[src/rtl/vsc_pkg.sv]
// Shared types and constants for the Vigenere stream cipher.
// No dependencies; used by every module in the block.
package vsc_pkg;

	// Alphabet and key packing
	localparam int unsigned ALPHA_COUNT      = 26;
	localparam int unsigned LETTER_W         = 5;
	localparam int unsigned LETTERS_PER_WORD = 12;
	localparam int unsigned KEY_WORDS        = 4;
	localparam int unsigned WORD_W           = LETTERS_PER_WORD * LETTER_W;
	localparam int unsigned KEY_FLAT_W       = KEY_WORDS * WORD_W;
	localparam int unsigned POS_W            = 6;
	localparam int unsigned CFG_IDX_W        = 3;

	localparam logic [7:0] CHAR_UPPER_A = 8'h41;
	localparam logic [7:0] CHAR_UPPER_Z = 8'h5A;
	localparam logic [7:0] CHAR_LOWER_A = 8'h61;
	localparam logic [7:0] CHAR_LOWER_Z = 8'h7A;

	// Register indexes on the configuration port
	localparam logic [CFG_IDX_W-1:0] REG_DECRYPT_MODE = 3'd0;
	localparam logic [CFG_IDX_W-1:0] REG_KEY_LENGTH   = 3'd1;
	localparam logic [CFG_IDX_W-1:0] REG_KEY_A        = 3'd2;
	localparam logic [CFG_IDX_W-1:0] REG_KEY_B        = 3'd3;
	localparam logic [CFG_IDX_W-1:0] REG_KEY_C        = 3'd4;
	localparam logic [CFG_IDX_W-1:0] REG_KEY_D        = 3'd5;

	typedef struct packed {
		logic [7:0] in_byte;
		logic       msg_start;
	} in_item_t;

	typedef struct packed {
		logic [7:0] out_byte;
		logic       was_letter;
	} out_item_t;

	// Per-item control broadcast to every cell of the key row
	typedef struct packed {
		logic             restart;  // message start: token back to cell 0
		logic [POS_W-1:0] eff_len;  // key length clamped to 1..KEY_MAX
	} cell_ctrl_t;

	// Key letter values 26..31 clamp to Z
	function automatic logic [LETTER_W-1:0] sat_letter(input logic [LETTER_W-1:0] v);
		logic [LETTER_W-1:0] lim;
		lim = LETTER_W'(ALPHA_COUNT - 1);
		return (v > lim) ? lim : v;
	endfunction

endpackage

[src/rtl/vsc_cell.sv]
// One cell of the key row: holds one bit of the one-hot key position token
// and offers its key letter when it owns the token. Depends on vsc_pkg.
module vsc_cell #(
	parameter int unsigned INDEX = 0
) (
	input  logic                            clk,
	input  logic                            arst_n,
	input  vsc_pkg::cell_ctrl_t             ctrl,
	input  logic                            step,      // letter transfer: token moves on
	input  logic [vsc_pkg::LETTER_W-1:0]    letter,
	input  logic                            tok_in,    // neighbor's live token (wrap for cell 0)
	input  logic                            stale_in,  // token sits beyond the key length
	output logic                            tok_live,
	output logic                            stale_out,
	output logic                            last_out,
	output logic [vsc_pkg::LETTER_W-1:0]    key_out
);
	import vsc_pkg::*;

	localparam logic [POS_W-1:0] MY_POS  = POS_W'(INDEX);
	localparam bit               IS_HEAD = (INDEX == 0);

	logic tok_q;
	logic in_range;
	logic tok_d;

	assign in_range = (MY_POS < ctrl.eff_len);

	// Live token: a stale position or a restart falls back to the head cell
	always_comb begin
		if (IS_HEAD) begin
			tok_live = ctrl.restart | tok_q | stale_in;
		end else begin
			tok_live = ~ctrl.restart & tok_q & in_range;
		end
	end

	assign stale_out = tok_q & ~in_range;
	assign last_out  = tok_live & (MY_POS == ctrl.eff_len - POS_W'(1));
	assign key_out   = tok_live ? sat_letter(letter) : '0;

	// Next token: advance on a letter, reset on a bare restart, else hold
	always_comb begin
		if (step) begin
			tok_d = IS_HEAD ? tok_in : (tok_in & in_range);
		end else if (ctrl.restart) begin
			tok_d = IS_HEAD;
		end else begin
			tok_d = tok_q;
		end
	end

	always_ff @(posedge clk or negedge arst_n) begin
		if (!arst_n) begin
			tok_q <= IS_HEAD;
		end else begin
			tok_q <= tok_d;
		end
	end

endmodule

[src/rtl/vsc_shift.sv]
// Letter classifier and modulo-26 shifter for one text byte.
// Depends on vsc_pkg.
module vsc_shift (
	input  logic [7:0]                   in_byte,
	input  logic [vsc_pkg::LETTER_W-1:0] key,
	input  logic                         decrypt,
	output vsc_pkg::out_item_t           result
);
	import vsc_pkg::*;

	logic                is_upper;
	logic                is_lower;
	logic [7:0]          offset;
	logic [LETTER_W-1:0] plain;
	logic [LETTER_W:0]   sum;
	logic [LETTER_W:0]   wrapped;

	assign is_upper = (in_byte >= CHAR_UPPER_A) && (in_byte <= CHAR_UPPER_Z);
	assign is_lower = (in_byte >= CHAR_LOWER_A) && (in_byte <= CHAR_LOWER_Z);

	// Fold case to a letter number 0..25
	assign offset = in_byte - (is_lower ? CHAR_LOWER_A : CHAR_UPPER_A);
	assign plain  = offset[LETTER_W-1:0];

	// Sum stays below 52, so one conditional subtract gives the modulus
	always_comb begin
		if (decrypt) begin
			sum = {1'b0, plain} + (LETTER_W+1)'(ALPHA_COUNT) - {1'b0, key};
		end else begin
			sum = {1'b0, plain} + {1'b0, key};
		end
		if (sum >= (LETTER_W+1)'(ALPHA_COUNT)) begin
			wrapped = sum - (LETTER_W+1)'(ALPHA_COUNT);
		end else begin
			wrapped = sum;
		end
	end

	always_comb begin
		if (is_upper || is_lower) begin
			result.out_byte   = CHAR_UPPER_A + 8'(wrapped);
			result.was_letter = 1'b1;
		end else begin
			result.out_byte   = in_byte;
			result.was_letter = 1'b0;
		end
	end

endmodule

[src/rtl/vigenere_stream_cipher.sv]
// Vigenere stream cipher: one text byte per transfer, one result per byte.
// Depends on vsc_pkg, vsc_cell and vsc_shift.
//
// The block takes one byte every clock cycle and returns its result in the cycle
// after the input transfer, through an output register that takes the next byte
// in the same cycle the waiting result is accepted; a stalled result stalls the
// input. The key position is a one-hot token in a row of
// KEY_MAX cells; each letter passes the token to the neighbor cell (wrapping at
// the key length) in the same cycle, which sets the one-byte-per-cycle rate.
// Letters of either case come out as shifted upper-case letters; other bytes
// pass through and keep the key position. Registers: 0 decrypt mode, 1 key
// length, 2 to 5 key letters 0-11, 12-23, 24-35, 36-47 at five bits each.
// Writes are always taken (cfg_ready stays high); indexes beyond 5 are dropped.
module vigenere_stream_cipher #(
	parameter int unsigned KEY_MAX = 48
) (
	input  logic                            clk,
	input  logic                            arst_n,
	input  logic                            in_valid,
	output logic                            in_stall,
	input  vsc_pkg::in_item_t               in_data,
	output logic                            out_valid,
	input  logic                            out_stall,
	output vsc_pkg::out_item_t              out_data,
	input  logic                            cfg_valid,
	output logic                            cfg_ready,
	input  logic [vsc_pkg::CFG_IDX_W-1:0]   cfg_index,
	input  logic [vsc_pkg::WORD_W-1:0]      cfg_data
);
	import vsc_pkg::*;

	logic                   decrypt_mode_q;
	logic [POS_W-1:0]       key_length_q;
	logic [WORD_W-1:0]      key_words_q [KEY_WORDS];
	logic [KEY_FLAT_W-1:0]  key_flat;

	logic                   in_accept;
	logic [POS_W-1:0]       eff_len;
	logic                   step;
	cell_ctrl_t             ctrl;
	logic [KEY_MAX-1:0]     tok_live;
	logic [KEY_MAX-1:0]     stale_bits;
	logic [KEY_MAX-1:0]     last_bits;
	logic [LETTER_W-1:0]    key_bits [KEY_MAX];
	logic                   stale_any;
	logic                   wrap_tok;
	logic [LETTER_W-1:0]    key_cur;
	out_item_t              result;
	logic                   out_valid_q;
	out_item_t              out_data_q;

	assign cfg_ready = 1'b1;

	// Configuration registers
	always_ff @(posedge clk or negedge arst_n) begin
		if (!arst_n) begin
			decrypt_mode_q <= 1'b0;
			key_length_q   <= POS_W'(1);
			for (int w = 0; w < KEY_WORDS; w++) begin
				key_words_q[w] <= '0;
			end
		end else if (cfg_valid && cfg_ready) begin
			case (cfg_index)
				REG_DECRYPT_MODE: decrypt_mode_q <= cfg_data[0];
				REG_KEY_LENGTH:   key_length_q   <= cfg_data[POS_W-1:0];
				REG_KEY_A:        key_words_q[0] <= cfg_data;
				REG_KEY_B:        key_words_q[1] <= cfg_data;
				REG_KEY_C:        key_words_q[2] <= cfg_data;
				REG_KEY_D:        key_words_q[3] <= cfg_data;
				default: ;
			endcase
		end
	end

	assign key_flat = {key_words_q[3], key_words_q[2], key_words_q[1], key_words_q[0]};

	// Clamp the key length to 1..KEY_MAX
	always_comb begin
		if (key_length_q == '0) begin
			eff_len = POS_W'(1);
		end else if (key_length_q > POS_W'(KEY_MAX)) begin
			eff_len = POS_W'(KEY_MAX);
		end else begin
			eff_len = key_length_q;
		end
	end

	assign in_stall  = out_valid_q & out_stall;
	assign in_accept = in_valid & ~in_stall;
	assign ctrl      = '{restart: in_accept & in_data.msg_start, eff_len: eff_len};
	assign step      = in_accept & result.was_letter;

	assign stale_any = |stale_bits;
	assign wrap_tok  = |last_bits;

	// Row of key cells; the token moves one cell per letter
	for (genvar i = 0; i < KEY_MAX; i++) begin : g_cell
		vsc_cell #(
			.INDEX(i)
		) u_cell (
			.clk      (clk),
			.arst_n   (arst_n),
			.ctrl     (ctrl),
			.step     (step),
			.letter   (key_flat[i*LETTER_W +: LETTER_W]),
			.tok_in   ((i == 0) ? wrap_tok : tok_live[(i == 0) ? 0 : i-1]),
			.stale_in (stale_any),
			.tok_live (tok_live[i]),
			.stale_out(stale_bits[i]),
			.last_out (last_bits[i]),
			.key_out  (key_bits[i])
		);
	end

	// Only the token holder drives a nonzero letter
	always_comb begin
		key_cur = '0;
		for (int i = 0; i < KEY_MAX; i++) begin
			key_cur = key_cur | key_bits[i];
		end
	end

	vsc_shift u_shift (
		.in_byte(in_data.in_byte),
		.key    (key_cur),
		.decrypt(decrypt_mode_q),
		.result (result)
	);

	// Output register
	always_ff @(posedge clk or negedge arst_n) begin
		if (!arst_n) begin
			out_valid_q <= 1'b0;
		end else if (!in_stall) begin
			out_valid_q <= in_valid;
		end
	end

	always_ff @(posedge clk) begin
		if (in_accept) begin
			out_data_q <= result;
		end
	end

	assign out_valid = out_valid_q;
	assign out_data  = out_data_q;

endmodule

[config.mk]
export PLATFORM = sky130hd
export DESIGN_NAME = vigenere_stream_cipher
export DESIGN_NICKNAME = d
export VERILOG_FILES = /design/src/rtl/vsc_pkg.sv /design/src/rtl/vsc_cell.sv /design/src/rtl/vsc_shift.sv /design/src/rtl/vigenere_stream_cipher.sv
export SDC_FILE = /design/constraint.sdc
export NUM_CORES = 1
export LEC_CHECK = 0
export ABC_AREA = 1
export BUFFER_PORTS_ARGS = -buffer_cell sky130_fd_sc_hd__buf_2
export CORE_UTILIZATION = 50
export CTS_BUF_LIST = sky130_fd_sc_hd__clkbuf_4 sky130_fd_sc_hd__clkbuf_8
export DETAILED_ROUTE_END_ITERATION = 8
export GPL_TIMING_DRIVEN = 0
export PLACE_DENSITY = 0.67
export SKIP_LAST_GASP = 1
export SYNTH_ARGS = -nofsm -noshare
export SYNTH_HDL_FRONTEND = slang
export SYNTH_HIERARCHICAL = 1
export SYNTH_SLANG_ARGS = --single-unit
[constraint.sdc]
create_clock -name clk -period 12 [get_ports clk]
set_input_delay 1.2 -clock clk [delete_from_list [all_inputs] [get_ports clk]]
set_output_delay 1.2 -clock clk [all_outputs]
set_load 0.005 [all_outputs]
==> impl_metrics.yaml, run 1 <==
run_status:
  status: "finished, final reports clean"
sta:
  fin_crit_ns: 6.997
  hold_viol_final: 0
  drv_slew: 0
  finalSetupViolCount: 0
  tightest_slew_ns: 0.9098
  fin_skew_ns: 0.02104
  clock.fmax_mhz: 142.9
  setup_tns_ns: 0
  relSlewSlack: 0.3935
  timing.hold.ws_ns: 0.4800
  grt_setup_unrepaired: "false"
  post-route-period-util: 0.5831
die:
  core_um2: 40920
  io_pins: 89
  dieArea_um2: 42370
  fp.dieH_um: 205.8
  chipWidth_um: 205.8
  rows: 74
  initial_core_util: 0.5077
routing:
  drcViolationCount: 0
  wl_per_cell_um: 15.91
  finalWirelength_mm: 60.22
  viasPerCell: 5.123
  drtIter0Drc: 1578
  ant_nets: 0
  dr.pass1.iters: 7
  vias: 19390
finish:
  drive_above_1_share: 0.1879
  utilization: 0.5754
  nets: 3307
  layout_commonest_cell: "nand2_1"
  mostFrequentLayoutCells: "nand2_1, nor2_1, inv_1"
  area_growth_pct: 13.34
  n_antenna_cell: 0
grt:
  grt_pass1_wl_mm: 96.63
  overflow: 0
  grt_max_degree: 123
  grtUsageTotal: 0.2938
  first_global_vias: 18450
  antenna_found_initial: 1
worst_setup_path:
  startpoint: "key_length_q[5]$_DFFE_PN0P_"
  crit_top_cell: "nand2_1"
  cp.required_ns: 12.43
  slowest_delay_ns: 0.85
  critPathSlowestCell: "o31ai_4"
  critPathKind: "flop to flop"
  crit_fanout: 21
  startpoint_type: "flop"
  reg2reg_from: "key_length_q[5]$_DFFE_PN0P_"
  crit_path_end_kind: "flop"
  worst_ep_arrival_time_ns: 7.42
hold_path:
  hp-class: "flop to flop"
  min_from: "g_cell[42].u_cell/tok_q$_DFFE_PN0P_"
yosys:
  synth_nets: 3145
  synth_area_um2: 20780
  avgSynthCellArea_um2: 6.819
  synth_cells: 3047
  yosysWarningCount: 6
clock_network:
  htreeDepth: 2
  postCtsResizedCells: 0
  numCtsBuffers: 56
  clk_pin_slew_worst_paths_ns: 0.08
  cts_tree: "yes"
  cts.sinks: 305
  clockBufferDepth: 3
  cts_setup_buffers: 0
  root_buffer: "clkbuf_8"
  holdBufCountCts: 0
  worstSkewPairLatency_ns: 0.67
power_and_ir_drop:
  vdd_ir_drop_max_uv: 86.66
  power.density_nw_per_um2: 151.8
  totalPowerFinal_mw: 3.574
  power.leakage_nw: 12.20
place:
  io_buffers: 87
  gp_congestion: 0.8975
  dpl.hpwl_mm: 44.07
job:
  max-cap-violations: 0
==> routing by layer <==
metal | global-route usage | vias to the layer above | share of wire
li1 | - | 9666 | -
met1 | 0.4029 | 9041 | 0.45
met2 | 0.4628 | 544 | 0.45
met3 | 0.04007 | 132 | 0.059
met4 | 0.1282 | 2 | 0.040
met5 | 0 | - | 0.00013
==> power by group <==
group / internal (mW) / switching (mW)
registers: 1.20 / 0.136
clock network: 0.621 / 0.491
logic: 0.390 / 0.739
total: 2.21 / 1.37
==> worst paths after layout <==
kind,endpoint,slack (ns),cells past startpoint
hold reg to reg,g_cell[42].u_cell/tok_q$_DFFE_PN0P_,0.48,2
setup / recovery,out_data[5]$_DFFE_PP_,5.00,40
min in group asynchronous,key_flat[150]$_DFFE_PN0P_,0.49,1
setup reg to reg,out_data[5]$_DFFE_PP_,5.00,40
hold / removal,g_cell[42].u_cell/tok_q$_DFFE_PN0P_,0.48,2
max in group asynchronous,key_flat[14]$_DFFE_PN0P_,10.51,2
==> sequential cells by signal (all words and copies together), names as in the netlist <==
signal and count:
key_flat 240, g_cell.u_cell/tok_q 48, out_data 9, key_length_q 6, decrypt_mode_q 1, out_valid 1
==> critical path: cells and delay by family, from the launching register on <==
kind	cells	cell delay, ns
DFF	1	0.52
AOI/OAI and AO/OA	3	1.28
and+or+nand+nor	26	2.64
adders and majority gates	4	1.32
buffers and inverters	7	0.98
==> per-stage QoR <==
step                std cells  cell area (um2)  setup WS, ns
floorplan                3047            20780         1.895
global placement         3666            21880        -2.474
detailed placement       3683            22310         4.739
CTS                      3784            23550         5.142
global route             3784            23550         4.547
finish                   3784            23550         5.003
==> cell type report <==
class,instances,area [um2]
Buffer,58,560.5
Clock buffer,80,1026
Clock inverter,21,210.2
Fill cell,3924,17380
Inverter,451,1695
Multi-Input combinational cell,2233,10900
Sequential cell,305,7680
Tap cell,532,665.6
Timing Repair Buffer,104,808.3
(Power assumes the default switching activity.)
==> run 2: changes to the inputs <==
--- a/config.mk
+++ b/config.mk
@@ -5,7 +5,7 @@
 export SDC_FILE = /design/constraint.sdc
 export NUM_CORES = 1
 export LEC_CHECK = 0
-export ABC_AREA = 1
+export ABC_AREA = 0
 export BUFFER_PORTS_ARGS = -buffer_cell sky130_fd_sc_hd__buf_2
 export CORE_UTILIZATION = 50
 export CTS_BUF_LIST = sky130_fd_sc_hd__clkbuf_4 sky130_fd_sc_hd__clkbuf_8
==> constraint.sdc (replaced) <==
create_clock -name clk -period 7.2 [get_ports clk]
set_input_delay 0.72 -clock clk [delete_from_list [all_inputs] [get_ports clk]]
set_output_delay 0.72 -clock clk [all_outputs]
set_load 0.005 [all_outputs]
==> impl_metrics.yaml, run 2 <==
die:
  rows: 70
  dieArea_um2: 38440
  initial_core_util: 0.5107
  chipWidth_um: 196.1
  core_um2: 36870
  fp.dieH_um: 196.1
  io_pins: 89
clock_network:
  worstSkewPairLatency_ns: 0.63
  numCtsBuffers: 52
  cts.sinks: 305
  clk_pin_slew_worst_paths_ns: 0.06
  root_buffer: "clkbuf_8"
  clockBufferDepth: 3
  htreeDepth: 2
  cts_tree: "yes"
yosys:
  synth_cell_types: 114
  synth-edff-count: 9
  ys_ff_latch: 305
  synth.area.top_cells: "dfrtp_1, mux2_2, nor4_1"
  async_flop_share: 0.9705
  netlist.area_leader.share: 0.3907
  synth_ff_type: "dfrtp_1"
  synth_common_cells: "dfrtp_1, mux2_2, nor4_1, nand2_1, nor2_1"
  synth_cells: 1733
  yosys.area.top_type: "dfrtp_1"
  yosysWarningCount: 6
  avgSynthCellArea_um2: 10.87
  post-synth-top-count-cell: "dfrtp_1"
  synth_nets: 1831
  synth_area_um2: 18830
  yosysSeqAreaShare: 0.4078
worst_setup_path:
  crit_path_end_kind: "flop"
  crit_fanout: 8
  critPathKind: "flop to flop"
  r2r_cells: 31
  startpoint_type: "flop"
  slowest_delay_ns: 0.53
  reg2reg_from: "key_length_q[4]$_DFFE_PN0P_"
  worstReg2RegEnd: "out_data[5]$_DFFE_PP_"
  critPathSlowestCell: "dfrtp_2"
  rrSetupSlack_ns: 0.04
  cp.required_ns: 7.68
  worst_ep_arrival_time_ns: 7.65
hold_path:
  hp-class: "primary input to asynchronous set/reset pin"
sta:
  clock.fmax_mhz: 139.6
  fin_crit_ns: 7.164
  finalSetupViolCount: 0
  post-route-period-util: 0.9950
  relSlewSlack: 0.3122
  tightest_slew_ns: 1.032
  fin_skew_ns: 0.02231
  drv_slew: 0
  grt_setup_unrepaired: "true"
  hold_viol_final: 0
  timing.hold.ws_ns: 0.1793
finish:
  layout_commonest_cell: "dfrtp_1"
  drive_above_1_share: 0.3766
  largest_reg_flops: 240
  nets: 2031
  fill_cells: 3050
  area_growth_pct: 18.11
  design_area_um2: 22240
  mostFrequentLayoutCells: "dfrtp_1, mux2_2, buf_2"
  utilization: 0.6032
  final-instance-count-excl-fill: 2475
grt:
  first_global_vias: 15430
  overflow: 0
  grt_max_degree: 122
  grt_pass1_wl_mm: 95.01
  antenna_found_initial: 0
  grtUsageTotal: 0.3304
routing:
  viasPerCell: 6.424
  finalWirelength_mm: 63.22
  vias: 15900
  drtIter0Drc: 1409
  ant_nets: 0
  dr.pass1.iters: 6
  drcViolationCount: 0
  wl_per_cell_um: 25.54
power_and_ir_drop:
  power.density_nw_per_um2: 283.4
  vdd_ir_drop_max_uv: 184.7
  totalPowerFinal_mw: 6.303
  power.leakage_nw: 9.239
place:
  place_area_um2: 20210
  placed_cells: 2333
  gp_congestion: 0.9215
  dpl.hpwl_mm: 42.27
  io_buffers: 86
run_status:
  status: "finished, final reports clean"
job:
  max-cap-violations: 0
==> run 2: worst max path at each step <==
stage | startpoint | slack [ns] | endpoint
final | key_length_q[4]$_DFFE_PN0P_ | 0.04 | out_data[5]$_DFFE_PP_
after global routing | key_length_q[1]$_DFFE_PN0P_ | -0.22 | out_data[5]$_DFFE_PP_
after CTS | key_length_q[3]$_DFFE_PN0P_ | 0.02 | out_data[5]$_DFFE_PP_
after detailed placement | key_length_q[4]$_DFFE_PN0P_ | -1.47 | out_data[5]$_DFFE_PP_
after global placement | key_length_q[4]$_DFFE_PN0P_ | -2.27 | out_data[5]$_DFFE_PP_
after floorplan | key_length_q[4]$_DFFE_PN0P_ | 0.02 | out_data[5]$_DFFE_PP_
==> run 2: repair_timing <==
action,CTS,global route
pin swaps,17,25
resized for setup,42,24
gates cloned,13,1
endpoints found under the setup margin,5,5
hold buffers,0,0
buffers inserted,24,12
==> run 2: layout make-up <==
class                      instances  area [um2]  area share
multi-input combinational       1312       10970      0.4934
sequential                       305        7686      0.3456
timing repair buffer             138        1240     0.05575
clock buffer                      87        1041     0.04680
tap                              504       630.6     0.02835
buffer                            51       364.1     0.01637
inverter                          73       277.8     0.01249
clock inverter                     4       26.28    0.001181
antenna                            1       2.502   0.0001125
==> run 2: cell families after synthesis <==
family,Yosys count,share of synthesized area
mux,254,0.1536
simple gates,777,0.2664
other cells,1,0.0001991
buf+inv,124,0.03282
xor+xnor,10,0.004651
flops,305,0.4078
fa+ha+maj,21,0.01475
compound gates,241,0.1197
==> run 2: metrics by stage <==
| step | TNS, ns | setup slack (ns) |
|---|---|---|
| 3_5_place_dp | -5.945 | -1.466 |
| 2_1_floorplan | 0 | 0.01576 |
| 3_3_place_gp | -42.18 | -2.275 |
| 5_1_grt | -0.4483 | -0.2239 |
| 4_1_cts | 0 | 0.01631 |
| 6_report | 0 | 0.03597 |
==> run 2: where the power goes <==
part	switching, mW	total, mW	internal (mW)
Combinational	1.28	2.35	1.07
Clock	0.715	1.62	0.903
Sequential	0.284	2.33	2.05
Total	2.28	6.30	4.02
==> run 2: critical path: cells and delay by family, from the launching register on <==
| kind | cells | cell delay (ns) |
|---|---|---|
| AOI/OAI and AO/OA | 7 | 1.03 |
| muxes | 3 | 0.86 |
| and+or+nand+nor | 13 | 3.02 |
| buffers and inverters | 4 | 0.61 |
| DFF | 1 | 0.53 |
| adders and majority gates | 3 | 0.81 |
| xor gates and xnor gates | 1 | 0.13 |
==> run 2: per-layer routing <==
layer / up-vias / wire (um) / global-route usage
li1: 6956 / - / -
met1: 8011 / 26660 / 0.4515
met2: 760 / 28220 / 0.5114
met3: 172 / 5358 / 0.05707
met4: 0 / 2984 / 0.1557
met5: - / 0 / 0
==> run 3: changes to the inputs <==
--- a/config.mk
+++ b/config.mk
@@ -5,13 +5,13 @@
 export SDC_FILE = /design/constraint.sdc
 export NUM_CORES = 1
 export LEC_CHECK = 0
-export ABC_AREA = 0
 export BUFFER_PORTS_ARGS = -buffer_cell sky130_fd_sc_hd__buf_2
 export CORE_UTILIZATION = 50
 export CTS_BUF_LIST = sky130_fd_sc_hd__clkbuf_4 sky130_fd_sc_hd__clkbuf_8
 export DETAILED_ROUTE_END_ITERATION = 8
 export GPL_TIMING_DRIVEN = 0
 export PLACE_DENSITY = 0.67
+export SETUP_SLACK_MARGIN = 0.4
 export SKIP_LAST_GASP = 1
 export SYNTH_ARGS = -nofsm -noshare
 export SYNTH_HDL_FRONTEND = slang
==> impl_metrics.yaml, run 3 (synthesis results as in run 2) <==
clock_network:
  htreeDepth: 2
  worstSkewPairLatency_ns: 0.62
  root_buffer: "clkbuf_8"
  numCtsBuffers: 54
  cts.sinks: 305
  clk_pin_slew_worst_paths_ns: 0.06
  clockBufferDepth: 3
  cts_tree: "yes"
die:
  chipWidth_um: 196.1
  fp.dieH_um: 196.1
  io_pins: 89
  initial_core_util: 0.5107
  rows: 70
  dieArea_um2: 38440
  core_um2: 36870
worst_setup_path:
  worst_ep_arrival_time_ns: 7.39
  critPathSlowestCell: "dfrtp_4"
  startpoint_type: "flop"
  crit_fanout: 8
  crit_path_end_kind: "flop"
  crit_top_cell: "buf_4"
  slowest_delay_ns: 0.54
  critPathKind: "flop to flop"
  cp.required_ns: 7.56
finish:
  area_growth_pct: 22.82
  utilization: 0.6272
  largest_reg_flops: 240
  drive_above_1_share: 0.3944
  design_area_um2: 23130
  mostFrequentLayoutCells: "dfrtp_1, mux2_2, buf_2"
  nets: 2066
  layout_commonest_cell: "dfrtp_1"
  n_antenna_cell: 0
routing:
  finalWirelength_mm: 66.21
  ant_nets: 0
  vias: 16150
  wl_per_cell_um: 26.30
  drtIter0Drc: 1600
  drcViolationCount: 0
  dr.pass1.iters: 5
  viasPerCell: 6.415
grt:
  grt_max_degree: 118
  grt_pass1_wl_mm: 95.81
  first_global_vias: 15060
  antenna_found_initial: 1
  grtUsageTotal: 0.3347
  overflow: 0
hold_path:
  hp-class: "primary input to asynchronous set/reset pin"
sta:
  fin_ws_ns: 0.1733
  tightest_slew_ns: 1.085
  post-route-period-util: 0.9759
  hold_viol_final: 0
  fin_skew_ns: 0.01605
  fin_crit_ns: 7.027
  clock.fmax_mhz: 142.3
  grt_setup_unrepaired: "true"
  finalSetupViolCount: 0
  relSlewSlack: 0.2699
  drv_slew: 0
power_and_ir_drop:
  vdd_ir_drop_max_uv: 176.0
  p_switching_mw: 2.415
  seqPwrFrac: 0.335
  intPower_mw: 4.513
  totalPowerFinal_mw: 6.928
  power.density_nw_per_um2: 299.5
  power.leakage_nw: 9.646
  comb_power_share: 0.376
  clkPwrFrac: 0.289
  switching_share: 0.3486
place:
  place_area_um2: 20360
  gp_congestion: 0.9504
  io_buffers: 86
  pre_cts_ws_ns: -1.117
  dpl.hpwl_mm: 42.83
job:
  max-cap-violations: 0
run_status:
  status: "finished, final reports clean"
run 3: cell types whose count changed in the layout (fill, tap and decap cells not counted), moves of 4 or more:
cell,delta
and3_2,-4
clkbuf_16,+6
clkbuf_8,+17
clkbuf_4,-12
bufinv_16,+5
buf_4,+26
run 3: cell type report:
cell class / count / area, um2
buffer: 51 / 386.6
multi-input combinational: 1309 / 11070
fill: 2937 / 13740
clock inverter: 7 / 160.2
tap: 504 / 630.6
timing repair buffer: 174 / 1707
inverter: 73 / 274.0
clock buffer: 94 / 1212
sequential: 305 / 7687
run 3: layer usage:
metal,share of wire,vias up,global-route usage,wire [um]
li1,-,7038,-,-
met1,0.42,8117,0.4732,28090
met5,0,-,0,0
met4,0.050,0,0.1403,3321
met3,0.087,174,0.06068,5729
met2,0.44,818,0.5047,29070
run 3: worst max-delay path: cells and delay by family (launching register included):
family	cells	cell delay, ns
simple gates	11	2.88
buf+inv	9	1.12
flops	1	0.54
mux	2	0.54
fa+ha+maj	3	0.85
compound gates	4	0.77
xor+xnor	1	0.05
run 3: final timing paths:
path,start,to,slack (ns),cells past startpoint
worst max-delay path,key_length_q[4]$_DFFE_PN0P_,out_data[4]$_DFFE_PP_,0.17,30
worst min-delay path,arst_n,out_valid$_DFFE_PN0N_,0.06,1
worst max register to register,key_length_q[4]$_DFFE_PN0P_,out_data[4]$_DFFE_PP_,0.17,30
worst min register to register,key_flat[65]$_DFFE_PN0P_,key_flat[65]$_DFFE_PN0P_,0.51,1
max in group asynchronous,arst_n,g_cell[9].u_cell/tok_q$_DFFE_PN0P_,5.61,3
min in group clk,in_valid,out_valid$_DFFE_PN0N_,0.34,2
run 3: through the flow:
step / TNS, ns / hold WS (ns) / instances
after floorplan: 0 / 0.4244 / 1733
after global placement: -81.28 / 0.4896 / 2323
after detailed placement: -4.233 / 0.4916 / 2335
after CTS: 0 / 0.07799 / 2487
after global routing: 0 / 0.08565 / 2517
final: 0 / 0.05654 / 2517
run 3: power groups by stage:
stage / sequential (mW) / clock (mW) / combinational [mW]
floorplan: 2.23 / 0 / 1.44
global placement: 2.31 / 0 / 1.83
detailed placement: 2.33 / 0 / 1.95
CTS: 2.30 / 2.02 / 2.35
global route: 2.36 / 2.10 / 2.76
finish: 2.32 / 2.00 / 2.61
run 3: timing repair:
item | in CTS | in global routing
hold buffers | 0 | 0
cloned | 12 | 6
hold endpoints to repair | 0 | 0
endpoints found under the setup margin | 5 | 4
setup buffers | 39 | 24
resized for setup | 44 | 32
pin swaps | 30 | 34
